==> config.mk <==
export PLATFORM = sky130hd
export DESIGN_NAME = alp_baseband_framer_top
export DESIGN_NICKNAME = d
export VERILOG_FILES = /design/src/hw/rtl/alpbbf_pkg.sv /design/src/hw/rtl/alpbbf_core.sv /design/src/hw/rtl/alpbbf_outq.sv /design/src/hw/rtl/alp_baseband_framer_top.sv
export SDC_FILE = /design/constraint.sdc
export NUM_CORES = 1
export LEC_CHECK = 0
export ABC_AREA = 1
export BUFFER_PORTS_ARGS = -buffer_cell sky130_fd_sc_hd__buf_2
export CAP_MARGIN = 0
export CORE_MARGIN = 10
export CORE_UTILIZATION = 60
export CTS_CLUSTER_DIAMETER = 60
export DETAILED_ROUTE_END_ITERATION = 8
export PLACE_DENSITY = 0.85
export SLEW_MARGIN = 20
export SYNTH_ARGS = -nofsm -noshare
export SYNTH_HDL_FRONTEND = slang
export SYNTH_SLANG_ARGS = --single-unit
==> constraint.sdc <==
create_clock -name clk_i -period 3.6 [get_ports clk_i]
set_clock_uncertainty 0.2 [all_clocks]
set_input_delay 0.18 -clock clk_i [delete_from_list [all_inputs] [get_ports clk_i]]
set_output_delay 0.18 -clock clk_i [all_outputs]
set_load 0.01 [all_outputs]
==> src/hw/rtl/alpbbf_pkg.sv <==
// ----------------------------------------------------------------------------
// alpbbf_pkg
// Shared types, constants and the frame length table of the baseband framer.
// ----------------------------------------------------------------------------
package alpbbf_pkg;

  localparam int unsigned ByteW     = 8;
  localparam int unsigned PktPosW   = 8;
  localparam int unsigned FrmPosW   = 13;
  localparam int unsigned RateW     = 4;
  localparam int unsigned CntW      = 2;
  localparam int unsigned MaxRes    = 3;

  localparam logic [PktPosW-1:0] TsPacketLen = 8'd188;
  localparam logic [ByteW-1:0]   AlpTsHeader = 8'hE2;
  localparam logic [ByteW-1:0]   TsSync      = 8'h47;
  localparam logic [ByteW-1:0]   ModeBit     = 8'h80;
  localparam logic [RateW-1:0]   MaxRate     = 4'd11;
  localparam logic [FrmPosW-1:0] HeaderLen   = 13'd2;

  // configuration register indexes
  localparam logic CfgShortFrame = 1'b0;
  localparam logic CfgCodeRate   = 1'b1;

  typedef struct packed {
    logic [ByteW-1:0] out_byte;
    logic             is_header;
    logic             frame_end;
    logic             sync_error;
    logic             last_of_run;
  } result_t;

  typedef struct packed {
    result_t [MaxRes-1:0] res;   // res[0] leaves first
    logic [CntW-1:0]      cnt;
  } group_t;

  // frame length in bytes (kbch / 8), rate codes above the top act as the top
  function automatic logic [FrmPosW-1:0] frame_bytes(input logic short_frame,
                                                     input logic [RateW-1:0] rate_in);
    logic [RateW-1:0]   rate;
    logic [FrmPosW-1:0] len;
    rate = (rate_in > MaxRate) ? MaxRate : rate_in;
    len  = '0;
    if (short_frame) begin
      case (rate)
        4'd0:    len = 13'd249;
        4'd1:    len = 13'd384;
        4'd2:    len = 13'd519;
        4'd3:    len = 13'd654;
        4'd4:    len = 13'd789;
        4'd5:    len = 13'd924;
        4'd6:    len = 13'd1059;
        4'd7:    len = 13'd1194;
        4'd8:    len = 13'd1329;
        4'd9:    len = 13'd1464;
        4'd10:   len = 13'd1599;
        default: len = 13'd1734;
      endcase
    end else begin
      case (rate)
        4'd0:    len = 13'd1056;
        4'd1:    len = 13'd1596;
        4'd2:    len = 13'd2136;
        4'd3:    len = 13'd2676;
        4'd4:    len = 13'd3216;
        4'd5:    len = 13'd3756;
        4'd6:    len = 13'd4296;
        4'd7:    len = 13'd4836;
        4'd8:    len = 13'd5376;
        4'd9:    len = 13'd5916;
        4'd10:   len = 13'd6456;
        default: len = 13'd6996;
      endcase
    end
    return len;
  endfunction

endpackage

==> src/hw/rtl/alpbbf_core.sv <==
// ----------------------------------------------------------------------------
// alpbbf_core
// Packet and frame position tracking, builds the result group of one byte.
// ----------------------------------------------------------------------------
module alpbbf_core (
  input  logic                                clk_i,
  input  logic                                rst_ni,
  input  logic                                accept_i,
  input  logic [alpbbf_pkg::ByteW-1:0]        ts_byte_i,
  input  logic                                short_frame_i,
  input  logic [alpbbf_pkg::RateW-1:0]        code_rate_index_i,
  output alpbbf_pkg::group_t                  group_o
);

  logic [alpbbf_pkg::PktPosW-1:0] pkt_pos_q, pkt_pos_d;
  logic [alpbbf_pkg::FrmPosW-1:0] frm_pos_q, frm_pos_d;

  logic [alpbbf_pkg::FrmPosW-1:0] len;
  logic                           frame_start;
  logic                           pkt_start;
  logic [alpbbf_pkg::FrmPosW-1:0] frm_base;
  logic [alpbbf_pkg::FrmPosW:0]   frm_inc;
  logic [alpbbf_pkg::PktPosW:0]   pkt_inc;
  logic [alpbbf_pkg::FrmPosW-1:0] ptr;
  logic                           fend;
  alpbbf_pkg::result_t            hdr1, hdr2, dat;

  always_comb begin
    len         = alpbbf_pkg::frame_bytes(short_frame_i, code_rate_index_i);
    frame_start = (frm_pos_q == '0);
    pkt_start   = (pkt_pos_q == '0);
    frm_base    = frame_start ? alpbbf_pkg::HeaderLen : frm_pos_q;
    frm_inc     = {1'b0, frm_base} + 1'b1;
    pkt_inc     = {1'b0, pkt_pos_q} + 1'b1;
    fend        = (frm_inc >= {1'b0, len});

    // bytes still left of the packet in progress
    ptr = pkt_start ? '0
                    : alpbbf_pkg::FrmPosW'(alpbbf_pkg::TsPacketLen - pkt_pos_q);

    hdr1.out_byte    = alpbbf_pkg::ModeBit | {1'b0, ptr[6:0]};
    hdr1.is_header   = 1'b1;
    hdr1.frame_end   = 1'b0;
    hdr1.sync_error  = 1'b0;
    hdr1.last_of_run = 1'b0;

    hdr2.out_byte    = {ptr[12:7], 2'b00};
    hdr2.is_header   = 1'b1;
    hdr2.frame_end   = 1'b0;
    hdr2.sync_error  = 1'b0;
    hdr2.last_of_run = 1'b0;

    dat.out_byte    = pkt_start ? alpbbf_pkg::AlpTsHeader : ts_byte_i;
    dat.is_header   = 1'b0;
    dat.frame_end   = fend;
    dat.sync_error  = pkt_start && (ts_byte_i != alpbbf_pkg::TsSync);
    dat.last_of_run = 1'b1;

    if (frame_start) begin
      group_o.res[0] = hdr1;
      group_o.res[1] = hdr2;
      group_o.res[2] = dat;
      group_o.cnt    = alpbbf_pkg::CntW'(3);
    end else begin
      group_o.res[0] = dat;
      group_o.res[1] = dat;
      group_o.res[2] = dat;
      group_o.cnt    = alpbbf_pkg::CntW'(1);
    end

    pkt_pos_d = pkt_pos_q;
    frm_pos_d = frm_pos_q;
    if (accept_i) begin
      pkt_pos_d = (pkt_inc >= {1'b0, alpbbf_pkg::TsPacketLen}) ? '0 : pkt_inc[7:0];
      frm_pos_d = fend ? '0 : frm_inc[alpbbf_pkg::FrmPosW-1:0];
    end
  end

  always_ff @(posedge clk_i or negedge rst_ni) begin
    if (!rst_ni) begin
      pkt_pos_q <= '0;
      frm_pos_q <= '0;
    end else begin
      pkt_pos_q <= pkt_pos_d;
      frm_pos_q <= frm_pos_d;
    end
  end

endmodule

==> src/hw/rtl/alpbbf_outq.sv <==
// ----------------------------------------------------------------------------
// alpbbf_outq
// Result register holding the group of one byte, hands out one result a cycle while out_ready_i is high.
// ----------------------------------------------------------------------------
module alpbbf_outq (
  input  logic                clk_i,
  input  logic                rst_ni,
  input  logic                load_i,
  input  alpbbf_pkg::group_t  group_i,
  output logic                load_ok_o,
  output logic                out_valid_o,
  input  logic                out_ready_i,
  output alpbbf_pkg::result_t res_o
);

  alpbbf_pkg::result_t [alpbbf_pkg::MaxRes-1:0] res_q, res_d;
  logic [alpbbf_pkg::CntW-1:0]                  cnt_q, cnt_d;
  logic                                         pop;

  assign out_valid_o = (cnt_q != '0);
  assign pop         = out_valid_o && out_ready_i;
  // room once the last waiting result leaves in this cycle
  assign load_ok_o   = (cnt_q == '0) || ((cnt_q == alpbbf_pkg::CntW'(1)) && out_ready_i);
  assign res_o       = res_q[0];

  always_comb begin
    res_d = res_q;
    cnt_d = cnt_q;
    if (pop) begin
      res_d[0] = res_q[1];
      res_d[1] = res_q[2];
      cnt_d    = cnt_q - 1'b1;
    end
    if (load_i) begin
      res_d = group_i.res;
      cnt_d = group_i.cnt;
    end
  end

  always_ff @(posedge clk_i or negedge rst_ni) begin
    if (!rst_ni) begin
      cnt_q <= '0;
    end else begin
      cnt_q <= cnt_d;
    end
  end

  always_ff @(posedge clk_i) begin
    res_q <= res_d;
  end

endmodule

==> src/hw/rtl/alp_baseband_framer_top.sv <==
// ----------------------------------------------------------------------------
// alp_baseband_framer_top
// Packs transport-stream bytes into baseband frames with a two-byte header.
// ----------------------------------------------------------------------------
// output: the first result of a byte is registered and valid in the cycle after the byte is taken
// throughput: one byte per cycle while out_ready_i is high; a frame-start
//   byte gives three results; input stalls while the result register drains
// reset: packet and frame positions and both config registers clear to zero
// ----------------------------------------------------------------------------
module alp_baseband_framer_top (
  input  logic       clk_i,
  input  logic       rst_ni,
  input  logic       cfg_valid_i,
  output logic       cfg_ready_o,
  input  logic       cfg_index_i,
  input  logic [3:0] cfg_data_i,
  input  logic       in_valid_i,
  output logic       in_ready_o,
  input  logic [7:0] ts_byte_i,
  output logic       out_valid_o,
  input  logic       out_ready_i,
  output logic [7:0] out_byte_o,
  output logic       is_header_o,
  output logic       frame_end_o,
  output logic       sync_error_o,
  output logic       last_of_run_o
);

  logic                                short_frame_q;
  logic [alpbbf_pkg::RateW-1:0]        code_rate_q;
  logic                                accept;
  logic                                load_ok;
  alpbbf_pkg::group_t                  group;
  alpbbf_pkg::result_t                 res;

  assign cfg_ready_o = 1'b1;
  assign in_ready_o  = load_ok;
  assign accept      = in_valid_i && load_ok;

  always_ff @(posedge clk_i or negedge rst_ni) begin
    if (!rst_ni) begin
      short_frame_q <= 1'b0;
      code_rate_q   <= '0;
    end else if (cfg_valid_i) begin
      case (cfg_index_i)
        alpbbf_pkg::CfgShortFrame: short_frame_q <= cfg_data_i[0];
        alpbbf_pkg::CfgCodeRate:   code_rate_q   <= cfg_data_i;
        default: ;
      endcase
    end
  end

  alpbbf_core u_core (
    .clk_i             (clk_i),
    .rst_ni            (rst_ni),
    .accept_i          (accept),
    .ts_byte_i         (ts_byte_i),
    .short_frame_i     (short_frame_q),
    .code_rate_index_i (code_rate_q),
    .group_o           (group)
  );

  alpbbf_outq u_outq (
    .clk_i       (clk_i),
    .rst_ni      (rst_ni),
    .load_i      (accept),
    .group_i     (group),
    .load_ok_o   (load_ok),
    .out_valid_o (out_valid_o),
    .out_ready_i (out_ready_i),
    .res_o       (res)
  );

  assign out_byte_o    = res.out_byte;
  assign is_header_o   = res.is_header;
  assign frame_end_o   = res.frame_end;
  assign sync_error_o  = res.sync_error;
  assign last_of_run_o = res.last_of_run;

endmodule

Word-level counts from Yosys, hierarchy flattened --
Memories as Yosys holds them, arrays and structs flattened. Cells that the tools add are included.
Cells by class: add/subtract/negate cells 4, multipliers 0, div/mod/pow operators 0, magnitude comparators 3, eq/ne operators 2, shift operators 0, muxes and demuxes 12, bitwise gates (word level) 1, reductions and logical operators 12
Operator list (count):
- $mux W13 | 4
- $mux W24 | 2
- $mux W26 | 1
- $mux W8 | 2
- $add A13 B1 Y14 const B | 1
- $ge A14 B13 Y1 | 1
- $logic_not A13 Y1 | 1
- $add A8 B1 Y9 const B | 1
- $ge A9 B8 Y1 const B | 1
- $sub A8 B8 Y9 const A | 1
- $logic_not A8 Y1 | 1
- $ne A8 B7 Y1 const B | 1
- $gt A4 B4 Y1 const B | 1
- $logic_and A1 B1 Y1 | 4
- $mux W2 | 2
- $mux W4 | 1
- $reduce_and A2 Y1 | 2
- $reduce_bool A2 Y1 | 2
- $eq A2 B1 Y1 const B | 1
- $logic_not A2 Y1 | 1
- $sub A2 B1 Y2 const B | 1
- $logic_or A1 B1 Y1 | 1
- $not A1 Y1 | 1
Storage, ports and cells: flip-flop bits (word level) 63, bits in latches 0, memory bits (writable) 0, bits in read-only memories 352, input port bits 18, output and inout port bits 15, logic and storage cells 55, memories kept 2
Memory list:
- (no name shown) | words 16, bits a word 11, rd ports 1, clocked after Yosys merged registers in 0, wr ports 0, RTL line alpbbf_pkg.sv:46 | case (rate)
- (no name shown) | words 16, bits a word 11, rd ports 1, clocked after Yosys merged registers in 0, wr ports 0, RTL line alpbbf_pkg.sv:61 | case (rate)

Depth between registers and ports, before layout --
Gate-level depths: netlist (run 1). An unclocked memory read counts as a cell.
depth in word-level cells 7, gate-level depth with buffers 24, depth with buffers taken out 24

Hierarchy --
A second synthesis (run 1) with hierarchy kept.
Unflattened totals: cells, all modules 584, area, all modules 4421.7 um2
By module, submodules not included:
- alpbbf_core | instances 1, cells each 410, area each 2548.7 um2, seq. area each 525.5 um2
- alpbbf_outq | instances 1, cells each 147, area each 1652.8 um2, seq. area each 1131.1 um2
- alp_baseband_framer_top | instances 1, cells each 27, area each 220.2 um2, seq. area each 125.1 um2

Worst setup path after synthesis (run 1) --
OpenSTA, ideal clock, no wires.
kind register -> register, start point register u_core.frm_pos_q[5] (netlist name), end point register u_outq.res_q, in the netlist u_outq.res_o[2], data pin, library setup time 0.253 ns, data arrival time 2.770 ns, data required time 3.147 ns, slack 0.376 ns, stages on the path, launching flop included 24, buffers on the path 0, clock period less this slack 3.224 ns, cell sequence dfrtp_1 nor2_1 nand2_1 nor3_2 nand2_4 inv_1 or2_2 ha_1 nand2_1 nor2_4 nand2_1 xor2_1 inv_1 ha_1 nand2_1 inv_1 nand2_1 nand2_1 nand2_1 nand2_1 a21oi_2 nand3_2 nand2_1 nand2_1
RTL lines:
- start: declaration | RTL line alpbbf_core.sv:16 | logic [alpbbf_pkg::FrmPosW-1:0] frm_pos_q, frm_pos_d;
- start signal: assignment | RTL line alpbbf_core.sv:85 | frm_pos_q <= frm_pos_d;
- end signal: assignment | RTL line alpbbf_outq.sv:49 | res_q <= res_d;
- end: declaration | RTL line alpbbf_outq.sv:16 | alpbbf_pkg::result_t [alpbbf_pkg::MaxRes-1:0] res_q, res_d;

==> key figures, run 1 <==
Power and ir drop
  • Sw frac: 41.2%
  • Peak VDD IR: 0.000275 V
  • Switching pwr: 0.00144 W
  • Seq pwr share: 35.4%
  • Cell-internal power: 0.00206 W
  • Comb pwr share: 43.0%
  • Pwr Density: 699 nW/um^2
  • Leakage: 2.47 nW
  • Clock Power Share: 21.6%

Logic synthesis
  • Synth cell types: 45
  • Mapped Area: 4350 um^2
  • YS warnings: 0
  • Syn Nets: 592
  • Seq/Total Area, Yosys: 39.6%
  • Post-Syn Instances: 549
  • Register bit total from synthesis: 62
  • Synthesized area per cell: 7.92 um^2

Route
  • Drt first pass iters: 5
  • DRT iter0 DRCs: 271
  • DR vias: 3888
  • Post-route ant nets: 0
  • # DRC: 0
  • Avg WL per Cell: 14.6 um
  • Vias per cell: 5.55
  • Total routed wirelength: 10.2 mm

Timing
  • Slew Limit Fails: 0
  • Minimum clock period: 3.43 ns
  • Slew @ Worst Pin: 0.682 ns
  • Final period util: 95.3%
  • F_max: 291 MHz
  • Setup TNS: 0 ns
  • # setup viols final: 0
  • Slew margin rel.: 54.4%
  • Final hold viol count: 0

GRT
  • Largest net degree at the start of global routing: 36
  • Initial antenna violation count: 0
  • Grt ovf: 0
  • Vias in the first global route: 3795
  • First-pass GRT wire length: 17.1 mm
  • Overall routing resource usage: 18.3%

Clock tree
  • CTS tree: built
  • TritonCTS buffer count: 9
  • Clock-pin slew on the worst setup and hold paths: 0.08 ns
  • H-tree level count: 3
  • Clk_lat worst skew: 0.34 ns
  • CTS sink count: 62
  • CTS max path bufs: 2
  • CTS Root Cell: clkbuf_8

Finish
  • Share of layout cells above drive strength 1: 20.0%
  • Fill count: 535
  • ANT cells: 0
  • Most frequent cells in the layout: nand2_1, inv_1, nor2_1, edfxtp_1
  • Design Area, Final: 5010 um^2
  • Commonest non-fill, non-tap cell in the layout: nand2_1
  • Synth-to-Final Area Change: 15.3%
  • Final nets: 642

Worst setup path
  • WP data required: 3.51 ns
  • CP arrival: 3.34 ns
  • Startpoint types: flop
  • Worst setup path category: flop to flop
  • Critical path peak fanout: 7
  • Setup crit end kind: flop

Die
  • Initial Util: 62.9%
  • Die Y-Extent: 105 um
  • Row cnt: 30
  • Io pins: 33
  • Die Wd: 105 um
  • CORE AREA: 6910 um^2
  • Full die area: 11000 um^2

Run
  • Max-cap violation count: 0

Worst hold path
  • Hold Path Class: primary input to flop

Placement
  • DP HPWL: 6.99 mm
  • Port bufs: 31
  • Placer Congestion: 0.921
  • Post-Place Cell Area: 4530 um^2

Outcome
  • Status: finished, final reports clean
-- routing by layer --
metal  global-route usage (%)  up-vias  routed length (um)
met3                     3.69       20                 471
li1                         -     1888                   -
met4                     6.18        0                 170
met5                        0        -                   0
met2                     32.8      135                5290
met1                     21.0     1845                4290
-- cells in the mapped netlist (all sizes together) --
| master | number | share of area (%) |
|---|---|---|
| or2 | 3 | 0.43 |
| nor3 | 6 | 1.1 |
| o21bai | 1 | 0.17 |
| a21oi | 34 | 4.2 |
| a22o | 1 | 0.20 |
| nand2 | 151 | 14 |
| o211ai | 2 | 0.35 |
| nand3 | 36 | 5.4 |
| edfxtp | 34 | 23 |
| buf | 19 | 3.3 |
| nor2 | 75 | 8.0 |
| ha | 25 | 7.2 |
| o21ai | 15 | 1.7 |
| xor2 | 9 | 1.8 |
| conb | 1 | 0.086 |
| dfrtp | 28 | 16 |
| clkinv | 1 | 0.086 |
| a31oi | 3 | 0.78 |
| inv | 71 | 6.1 |
| clkbuf | 6 | 0.52 |
| o221ai | 1 | 0.20 |
| a22oi | 1 | 0.17 |
| nor4 | 1 | 0.14 |
| mux2 | 1 | 0.26 |
| nand4 | 24 | 4.3 |
-- through the flow --
stage	hold slack [ns]	setup slack (ns)	std cells	power, W	utilization (%)
after floorplan	-0.316	0.376	549	0.00231	-
after global placement	0.0410	0.375	660	0.00257	65.6
after detailed placement	0.0424	0.247	660	0.00265	65.6
after CTS	0.00370	0.225	687	0.00344	70.7
after global routing	0.0229	-0.0720	700	0.00375	72.6
final	0.0193	0.168	700	0.00350	72.6
-- flip-flops by register name, indices dropped and copies added, names as in the netlist --
register / count
code_rate_q: 4
u_core.frm_pos_q: 13
short_frame_q: 1
u_outq.cnt_q: 2
u_outq.res_o: 12
u_core.pkt_pos_q: 8
u_outq.res_q: 22
-- kinds of logic after synthesis --
family / synth area share (%)
buf+inv: 9.99
flops: 39.6
other cells: 0.0863
compound gates: 7.77
simple gates: 33.3
mux: 0.259
xor+xnor: 1.81
fa+ha+maj: 7.20
-- layout make-up --
| class | instances | area (um^2) | share of cell area (%) |
|---|---|---|---|
| Tap cell | 96 | 120 | 2.40 |
| Clock inverter | 7 | 121 | 2.42 |
| Sequential cell | 62 | 1730 | 34.4 |
| Inverter | 72 | 270 | 5.39 |
| Multi-Input combinational cell | 391 | 2230 | 44.4 |
| Timing Repair Buffer | 63 | 423 | 8.44 |
| Clock buffer | 9 | 124 | 2.47 |
-- critical path: stages (launching register included) --
cell	delay, ns
dfrtp_2	0.45
nor2_1	0.11
nand2_1	0.09
nor3_4	0.17
nand2_4	0.06
inv_1	0.05
or2_2	0.10
ha_2	0.19
nand2_2	0.08
nor2_4	0.20
nand2_1	0.09
xor2_1	0.22
inv_1	0.07
ha_1	0.28
nand2_1	0.08
inv_1	0.05
nand2_1	0.06
nand2_1	0.05
nand2_1	0.05
nand2_1	0.06
a21oi_2	0.22
nand3_2	0.13
buf_4	0.15
-- worst paths after layout --
check | start | end | slack [ns] | depth (start not counted)
setup / recovery | u_core.frm_pos_q[3] | u_outq.res_q[26] | 0.17 | 22
hold / removal | ts_byte_i[0] | u_outq.res_q[28] | 0.02 | 3
setup reg to reg | u_core.frm_pos_q[3] | u_outq.res_q[26] | 0.17 | 22
hold reg to reg | u_outq.res_q[12] | u_outq.res_o[0] | 0.33 | 2
max in group asynchronous | rst_ni | u_core.frm_pos_q[4] | 2.54 | 2
min in group asynchronous | rst_ni | u_core.frm_pos_q[11] | 0.19 | 2
-- power groups by stage --
| stage | clock (W) | combinational, W | sequential (W) |
|---|---|---|---|
| floorplan | 0 | 0.00110 | 0.00121 |
| global placement | 0 | 0.00133 | 0.00124 |
| detailed placement | 0 | 0.00140 | 0.00125 |
| CTS | 0.000764 | 0.00144 | 0.00124 |
| global route | 0.000799 | 0.00168 | 0.00127 |
| finish | 0.000756 | 0.00150 | 0.00124 |
-- timing repair --
action	CTS	global route
setup buffers	0	12
hold endpoints to repair	37	0
setup endpoints to repair	0	15
resized for setup	0	10
hold buffers	11	0
(Power assumes the default switching activity.)
==> run 2, diff against run 1 <==
ABC_AREA = default   (was 1)
==> key figures, run 2 <==
Outcome
  • Status: finished, violations left (was finished, final reports clean)
  • Failing checks: setup timing

GRT
  • Overall routing resource usage: 18.5% (was 18.3%)
  • Initial antenna violation count: 0 (unchanged)
  • First-pass GRT wire length: 15.5 mm (was 17.1 mm)
  • Largest net degree at the start of global routing: 40 (was 36)
  • Vias in the first global route: 3339 (was 3795)
  • Grt ovf: 0 (unchanged)

Power and ir drop
  • Leakage: 2.05 nW (was 2.47 nW)
  • Comb pwr share: 44.8% (was 43.0%)
  • Sw frac: 38.9% (was 41.2%)
  • Clock Power Share: 18.6% (was 21.6%)
  • Seq pwr share: 36.6% (was 35.4%)
  • Pwr Density: 658 nW/um^2 (was 699 nW/um^2)
  • Peak VDD IR: 0.000547 V (was 0.000275 V)
  • Switching pwr: 0.00122 W (was 0.00144 W)
  • Cell-internal power: 0.00192 W (was 0.00206 W)
  • Design Power: 0.00315 W (was 0.00350 W)

Placement
  • Port bufs: 31 (unchanged)
  • DP HPWL: 6.47 mm (was 6.99 mm)
  • Placed cell count: 528 (was 660)
  • Placer Congestion: 0.942 (was 0.921)

Run
  • Max-cap violation count: 0 (unchanged)

Route
  • # DRC: 0 (unchanged)
  • DRT iter0 DRCs: 331 (was 271)
  • Avg WL per Cell: 17.0 um (was 14.6 um)
  • DR vias: 3366 (was 3888)
  • Drt first pass iters: 4 (was 5)
  • Post-route ant nets: 0 (unchanged)
  • Vias per cell: 5.95 (was 5.55)
  • Total routed wirelength: 9.60 mm (was 10.2 mm)

Timing
  • Slew margin rel.: 37.7% (was 54.4%)
  • Unrepaired setup endpoints after global routing: true
  • # setup viols final: 10 (was 0)
  • F_max: 270 MHz (was 291 MHz)
  • Slew Limit Fails: 0 (unchanged)
  • Setup TNS: -0.494 ns (was 0 ns)
  • Final period util: 103% (was 95.3%)
  • Final hold viol count: 0 (unchanged)
  • Minimum clock period: 3.71 ns (was 3.43 ns)
  • Slew @ Worst Pin: 0.933 ns (was 0.682 ns)
  • Final WS setup: -0.107 ns (was 0.168 ns)

Die
  • Io pins: 33 (unchanged)
  • CORE AREA: 6420 um^2 (was 6910 um^2)
  • Row cnt: 29 (was 30)
  • Initial Util: 62.6% (was 62.9%)
  • Die Y-Extent: 102 um (was 105 um)
  • Full die area: 10400 um^2 (was 11000 um^2)
  • Die Wd: 102 um (was 105 um)

Worst setup path
  • WP data required: 3.49 ns (was 3.51 ns)
  • Setup crit end kind: flop (unchanged)
  • CP arrival: 3.60 ns (was 3.34 ns)
  • Worst setup path category: flop to flop (unchanged)
  • Critical path peak fanout: 6 (was 7)
  • Startpoint types: flop (unchanged)

Finish
  • Final nets: 527 (was 642)
  • Layout Cells excl Fill: 566 (was 700)
  • FF/Latch Area: 1720 um^2 (was 1730 um^2)
  • ANT cells: 0 (unchanged)
  • Fill count: 427 (was 535)
  • Synth-to-Final Area Change: 19.0% (was 15.3%)
  • Most frequent cells in the layout: nand2_1, o21ai_0, nor2_1, edfxtp_1, buf_2 (was nand2_1, inv_1, nor2_1, edfxtp_1)
  • Commonest non-fill, non-tap cell in the layout: nand2_1 (unchanged)
  • Multi-input gate area: 2170 um^2 (was 2230 um^2)
  • Most flops, register: u_outq.res_q (unchanged)
  • Share of layout cells above drive strength 1: 23.9% (was 20.0%)
  • Largest register FFs: 22 (unchanged)

Logic synthesis
  • Syn Nets: 476 (was 592)
  • Primary FF master, synth: edfxtp_1 (unchanged)
  • Top-area cell type share of the netlist area: 25.4% (was 23.5%)
  • YS warnings: 0 (unchanged)
  • Post-synth EDFFs: 34 (unchanged)
  • Mapped Area: 4020 um^2 (was 4350 um^2)
  • Most common cell in the netlist: nand2_1 (unchanged)
  • Register bit total from synthesis: 62 (unchanged)
  • Post-Syn Instances: 433 (was 549)
  • FFs w/ async S/R, synth: 45.2% (unchanged)
  • Synth cell types: 59 (was 45)
  • Synthesized area per cell: 9.29 um^2 (was 7.92 um^2)
  • Seq/Total Area, Yosys: 42.8% (was 39.6%)
  • Top post-synthesis cells by area: edfxtp_1, dfrtp_1, ha_1 (was edfxtp_1, dfrtp_1, nand2_1)
  • Synth top cells by count: nand2_1, nor2_1, o21ai_0 (was nand2_1, inv_1, nor2_1)
  • Post-synth top area cell: edfxtp_1 (unchanged)

Clock tree
  • Clock-pin slew on the worst setup and hold paths: 0.07 ns (was 0.08 ns)
  • TritonCTS buffer count: 9 (unchanged)
  • CTS Root Cell: clkbuf_8 (unchanged)
  • CTS max path bufs: 2 (unchanged)
  • H-tree level count: 3 (unchanged)
  • CTS tree: built (unchanged)
  • CTS sink count: 62 (unchanged)
  • Clk_lat worst skew: 0.35 ns (was 0.34 ns)

Worst hold path
  • Hold Path Class: primary input to flop (unchanged)
## run 2: power groups by stage
stage / clock [W] / combinational (W) / sequential [W]
final: 0.000585 / 0.00141 / 0.00115
after global routing: 0.000619 / 0.00155 / 0.00118
after CTS: 0.000585 / 0.00132 / 0.00115
after detailed placement: 0 / 0.00123 / 0.00116
after global placement: 0 / 0.00118 / 0.00115
after floorplan: 0 / 0.000995 / 0.00110
## run 2: layout make-up
type / count / area share (%)
clock buffer: 14 / 2.98
clock inverter: 2 / 0.732
inverter: 18 / 1.41
multi-input combinational: 317 / 45.4
sequential: 62 / 36.0
tap: 77 / 2.01
timing repair buffer: 76 / 11.4
## run 2: per-layer routing
metal  global-route usage (%)  share of wire (%)  vias to the layer above
met2                     30.1                 49                      127
li1                         -                  -                     1640
met3                     5.33                6.9                       23
met1                     22.4                 42                     1576
met4                     8.46                1.9                        0
met5                        0                  0                        -
## run 2: final timing paths
kind | from | slack, ns | cells after the start | endpoint
max | u_core.frm_pos_q[3] | -0.11 | 16 | u_outq.res_q[14]
min | cfg_index_i | 0.008 | 3 | short_frame_q
max reg2reg | u_core.frm_pos_q[3] | -0.11 | 16 | u_outq.res_q[14]
min reg2reg | u_outq.res_q[13] | 0.32 | 1 | u_outq.res_o[1]
max in group asynchronous | rst_ni | 2.55 | 2 | u_core.frm_pos_q[6]
min in group asynchronous | rst_ni | 0.19 | 2 | code_rate_q[0]
## run 2: cell families after synthesis
logic type	count (synthesis)	synth area share (%)
compound gates	108	17.7
xor+xnor	19	4.14
fa+ha+maj	25	7.78
buf+inv	54	6.38
flops	62	42.8
mux	10	2.74
other cells	1	0.0933
simple gates	154	18.4
## run 2: repair_timing
item / in CTS / in global routing
setup buffers: 6 / 4
pin swaps: 4 / 12
hold endpoints to repair: 40 / 0
cloned: 0 / 0
resized for setup: 3 / 17
endpoints found under the setup margin: 10 / 16
hold buffers: 12 / 0
## run 2: worst max-delay path: stages, from the launching register on
cell and delay (ns):
dfrtp_1 0.41, nor4_4 0.30, nand4_1 0.16, nand2b_1 0.12
ha_2 0.20, nand2_4 0.06, nor2_4 0.12, nand3_4 0.11
buf_4 0.16, nor2_4 0.10, xor2_1 0.15, ha_1 0.27
o21a_1 0.18, o211ai_1 0.30, o211ai_4 0.20, and3_4 0.23
a21o_2 0.18
## run 2: through the flow
step                hold slack [ns]  utilization (%)  instance area (um^2)  setup WS [ns]
CTS                          0.0171             73.0                  4690        0.00419
global route                 0.0302             74.5                  4790         -0.308
floorplan                    -0.316                -                  4100         -0.170
finish                      0.00780             74.5                  4790         -0.107
detailed placement           0.0299             67.4                  4330         -0.116
global placement             0.0274             67.4                  4330         0.0352
==> run 3, diff against run 2 <==
CORE_ASPECT_RATIO = 0.9   (was default)
==> key figures, run 3 (synthesized netlist as in run 2, its figures left out) <==
Outcome
  • Status: finished, violations left (unchanged)
  • Failing checks: setup timing (unchanged)

Placement
  • Post-Place Cell Area: 4400 um^2 (was 4330 um^2)
  • Port bufs: 31 (unchanged)
  • DP HPWL: 6.39 mm (was 6.47 mm)
  • Placer Congestion: 0.912 (was 0.942)
  • Dpl ws: -0.146 ns (was -0.116 ns)

Clock tree
  • H-tree level count: 3 (unchanged)
  • CTS tree: built (unchanged)
  • Clk_lat worst skew: 0.34 ns (was 0.35 ns)
  • CTS sink count: 62 (unchanged)
  • Clock-pin slew on the worst setup and hold paths: 0.07 ns (about the same)
  • CTS Root Cell: clkbuf_8 (unchanged)
  • TritonCTS buffer count: 9 (unchanged)
  • CTS max path bufs: 2 (unchanged)

Worst setup path
  • Worst setup path category: flop to flop (unchanged)
  • Critical path peak fanout: 5 (was 6)
  • CP arrival: 3.75 ns (was 3.60 ns)
  • Startpoint types: flop (unchanged)
  • Setup crit end kind: flop (unchanged)
  • WP data required: 3.63 ns (was 3.49 ns)

Power and ir drop
  • Cell-internal power: 0.00200 W (was 0.00192 W)
  • Switching pwr: 0.00126 W (was 0.00122 W)
  • Sw frac: 38.7% (was 38.9%)
  • Clock Power Share: 20.8% (was 18.6%)
  • Seq pwr share: 35.5% (was 36.6%)
  • Leakage: 2.13 nW (was 2.05 nW)
  • Design Power: 0.00326 W (was 0.00315 W)
  • Comb pwr share: 43.7% (was 44.8%)
  • Peak VDD IR: 0.000408 V (was 0.000547 V)
  • Pwr Density: 662 nW/um^2 (was 658 nW/um^2)

Finish
  • Final nets: 537 (was 527)
  • Design Area, Final: 4930 um^2 (was 4790 um^2)
  • Most flops, register: u_outq.res_q (unchanged)
  • Most frequent cells in the layout: nand2_1, buf_4, nor2_1, o21ai_0, edfxtp_1 (was nand2_1, o21ai_0, nor2_1, edfxtp_1, buf_2)
  • Commonest non-fill, non-tap cell in the layout: nand2_1 (unchanged)
  • ANT cells: 0 (unchanged)
  • Share of layout cells above drive strength 1: 26.1% (was 23.9%)
  • Synth-to-Final Area Change: 22.7% (was 19.0%)
  • Largest register FFs: 22 (unchanged)

Die
  • Die Wd: 106 um (was 102 um)
  • Die Y-Extent: 97.7 um (was 102 um)
  • Row cnt: 28 (was 29)
  • Io pins: 33 (unchanged)
  • Initial Util: 61.4% (was 62.6%)
  • Full die area: 10400 um^2 (about the same)
  • CORE AREA: 6550 um^2 (was 6420 um^2)

Worst hold path
  • Hold Path Class: primary input to flop (unchanged)

GRT
  • Grt ovf: 0 (unchanged)
  • Largest net degree at the start of global routing: 41 (was 40)
  • Initial antenna violation count: 0 (unchanged)
  • Vias in the first global route: 3532 (was 3339)
  • First-pass GRT wire length: 16.1 mm (was 15.5 mm)
  • Overall routing resource usage: 18.4% (was 18.5%)

Timing
  • Slew margin rel.: 38.2% (was 37.7%)
  • Final period util: 103% (about the same)
  • Setup TNS: -0.748 ns (was -0.494 ns)
  • Slew @ Worst Pin: 0.926 ns (was 0.933 ns)
  • Slew Limit Fails: 0 (unchanged)
  • F_max: 269 MHz (was 270 MHz)
  • Final hold viol count: 0 (unchanged)
  • Final WS setup: -0.117 ns (was -0.107 ns)
  • # setup viols final: 11 (was 10)
  • Minimum clock period: 3.72 ns (was 3.71 ns)
  • Unrepaired setup endpoints after global routing: true (unchanged)
  • Fin Hold WS: 0.00549 ns (was 0.00780 ns)

Run
  • Max-cap violation count: 0 (unchanged)

Route
  • Avg WL per Cell: 17.0 um (about the same)
  • Post-route ant nets: 0 (unchanged)
  • DRT iter0 DRCs: 296 (was 331)
  • Total routed wirelength: 10.0 mm (was 9.60 mm)
  • # DRC: 0 (unchanged)
  • Drt first pass iters: 5 (was 4)
  • Vias per cell: 6.11 (was 5.95)
  • DR vias: 3597 (was 3366)
run 3: worst paths after layout:
path,from,to,slack (ns),cells after the start
min,cfg_index_i,short_frame_q,0.005,3
min reg2reg,u_outq.res_q[26],u_outq.res_q[14],0.33,1
min in group asynchronous,rst_ni,short_frame_q,0.19,2
max reg2reg,u_core.frm_pos_q[1],u_core.frm_pos_q[9],-0.12,18
max in group asynchronous,rst_ni,u_core.frm_pos_q[6],2.55,2
max,u_core.frm_pos_q[1],u_core.frm_pos_q[9],-0.12,18
run 3: routing by layer:
metal	vias up	part of all wire, %	track usage (%)
li1	1661	-	-
met2	181	48	31.1
met4	0	1.9	4.58
met1	1726	42	22.5
met3	29	8.1	4.91
met5	-	0	0
run 3: power groups by stage:
stage / combinational (W) / sequential, W / clock [W]
global placement: 0.00119 / 0.00115 / 0
detailed placement: 0.00123 / 0.00116 / 0
CTS: 0.00135 / 0.00115 / 0.000685
global route: 0.00157 / 0.00118 / 0.000718
floorplan: 0.000995 / 0.00110 / 0
finish: 0.00142 / 0.00116 / 0.000680
run 3: area by class of cell:
type | instances | area (um^2)
multi-input combinational | 318 | 2210
sequential | 62 | 1720
fill | 419 | 1620
timing repair buffer | 85 | 597
clock buffer | 9 | 124
tap | 90 | 113
clock inverter | 7 | 96.3
inverter | 18 | 67.6
run 3: worst max-delay path, cell delays in order (launching register included):
cell	delay (ns)
dfrtp_1	0.40
nor4_4	0.31
nand4_1	0.19
nand2b_1	0.14
ha_2	0.22
nand2_4	0.07
nor2_4	0.11
nand3_4	0.12
nor2_4	0.12
xnor2_2	0.13
inv_1	0.09
ha_4	0.27
nand4_1	0.10
a211oi_2	0.24
o21ai_2	0.13
o211ai_4	0.29
buf_4	0.20
o21ai_2	0.05
a22o_2	0.22
run 3: timing repair:
action                                  in CTS  in global routing
endpoints found under the setup margin      12                 16
buffers inserted                             4                  5
gates resized for setup                      3                 17
pin swaps                                    2                  7
cloned                                       1                  0
hold buffers                                13                  0
endpoints found under the hold margin       41                  0
run 3: per-stage QoR:
step,util [%],cells
2_1_floorplan,-,433
3_3_place_gp,67.1,550
3_5_place_dp,67.1,550
4_1_cts,73.4,584
5_1_grt,75.3,589
6_report,75.3,589
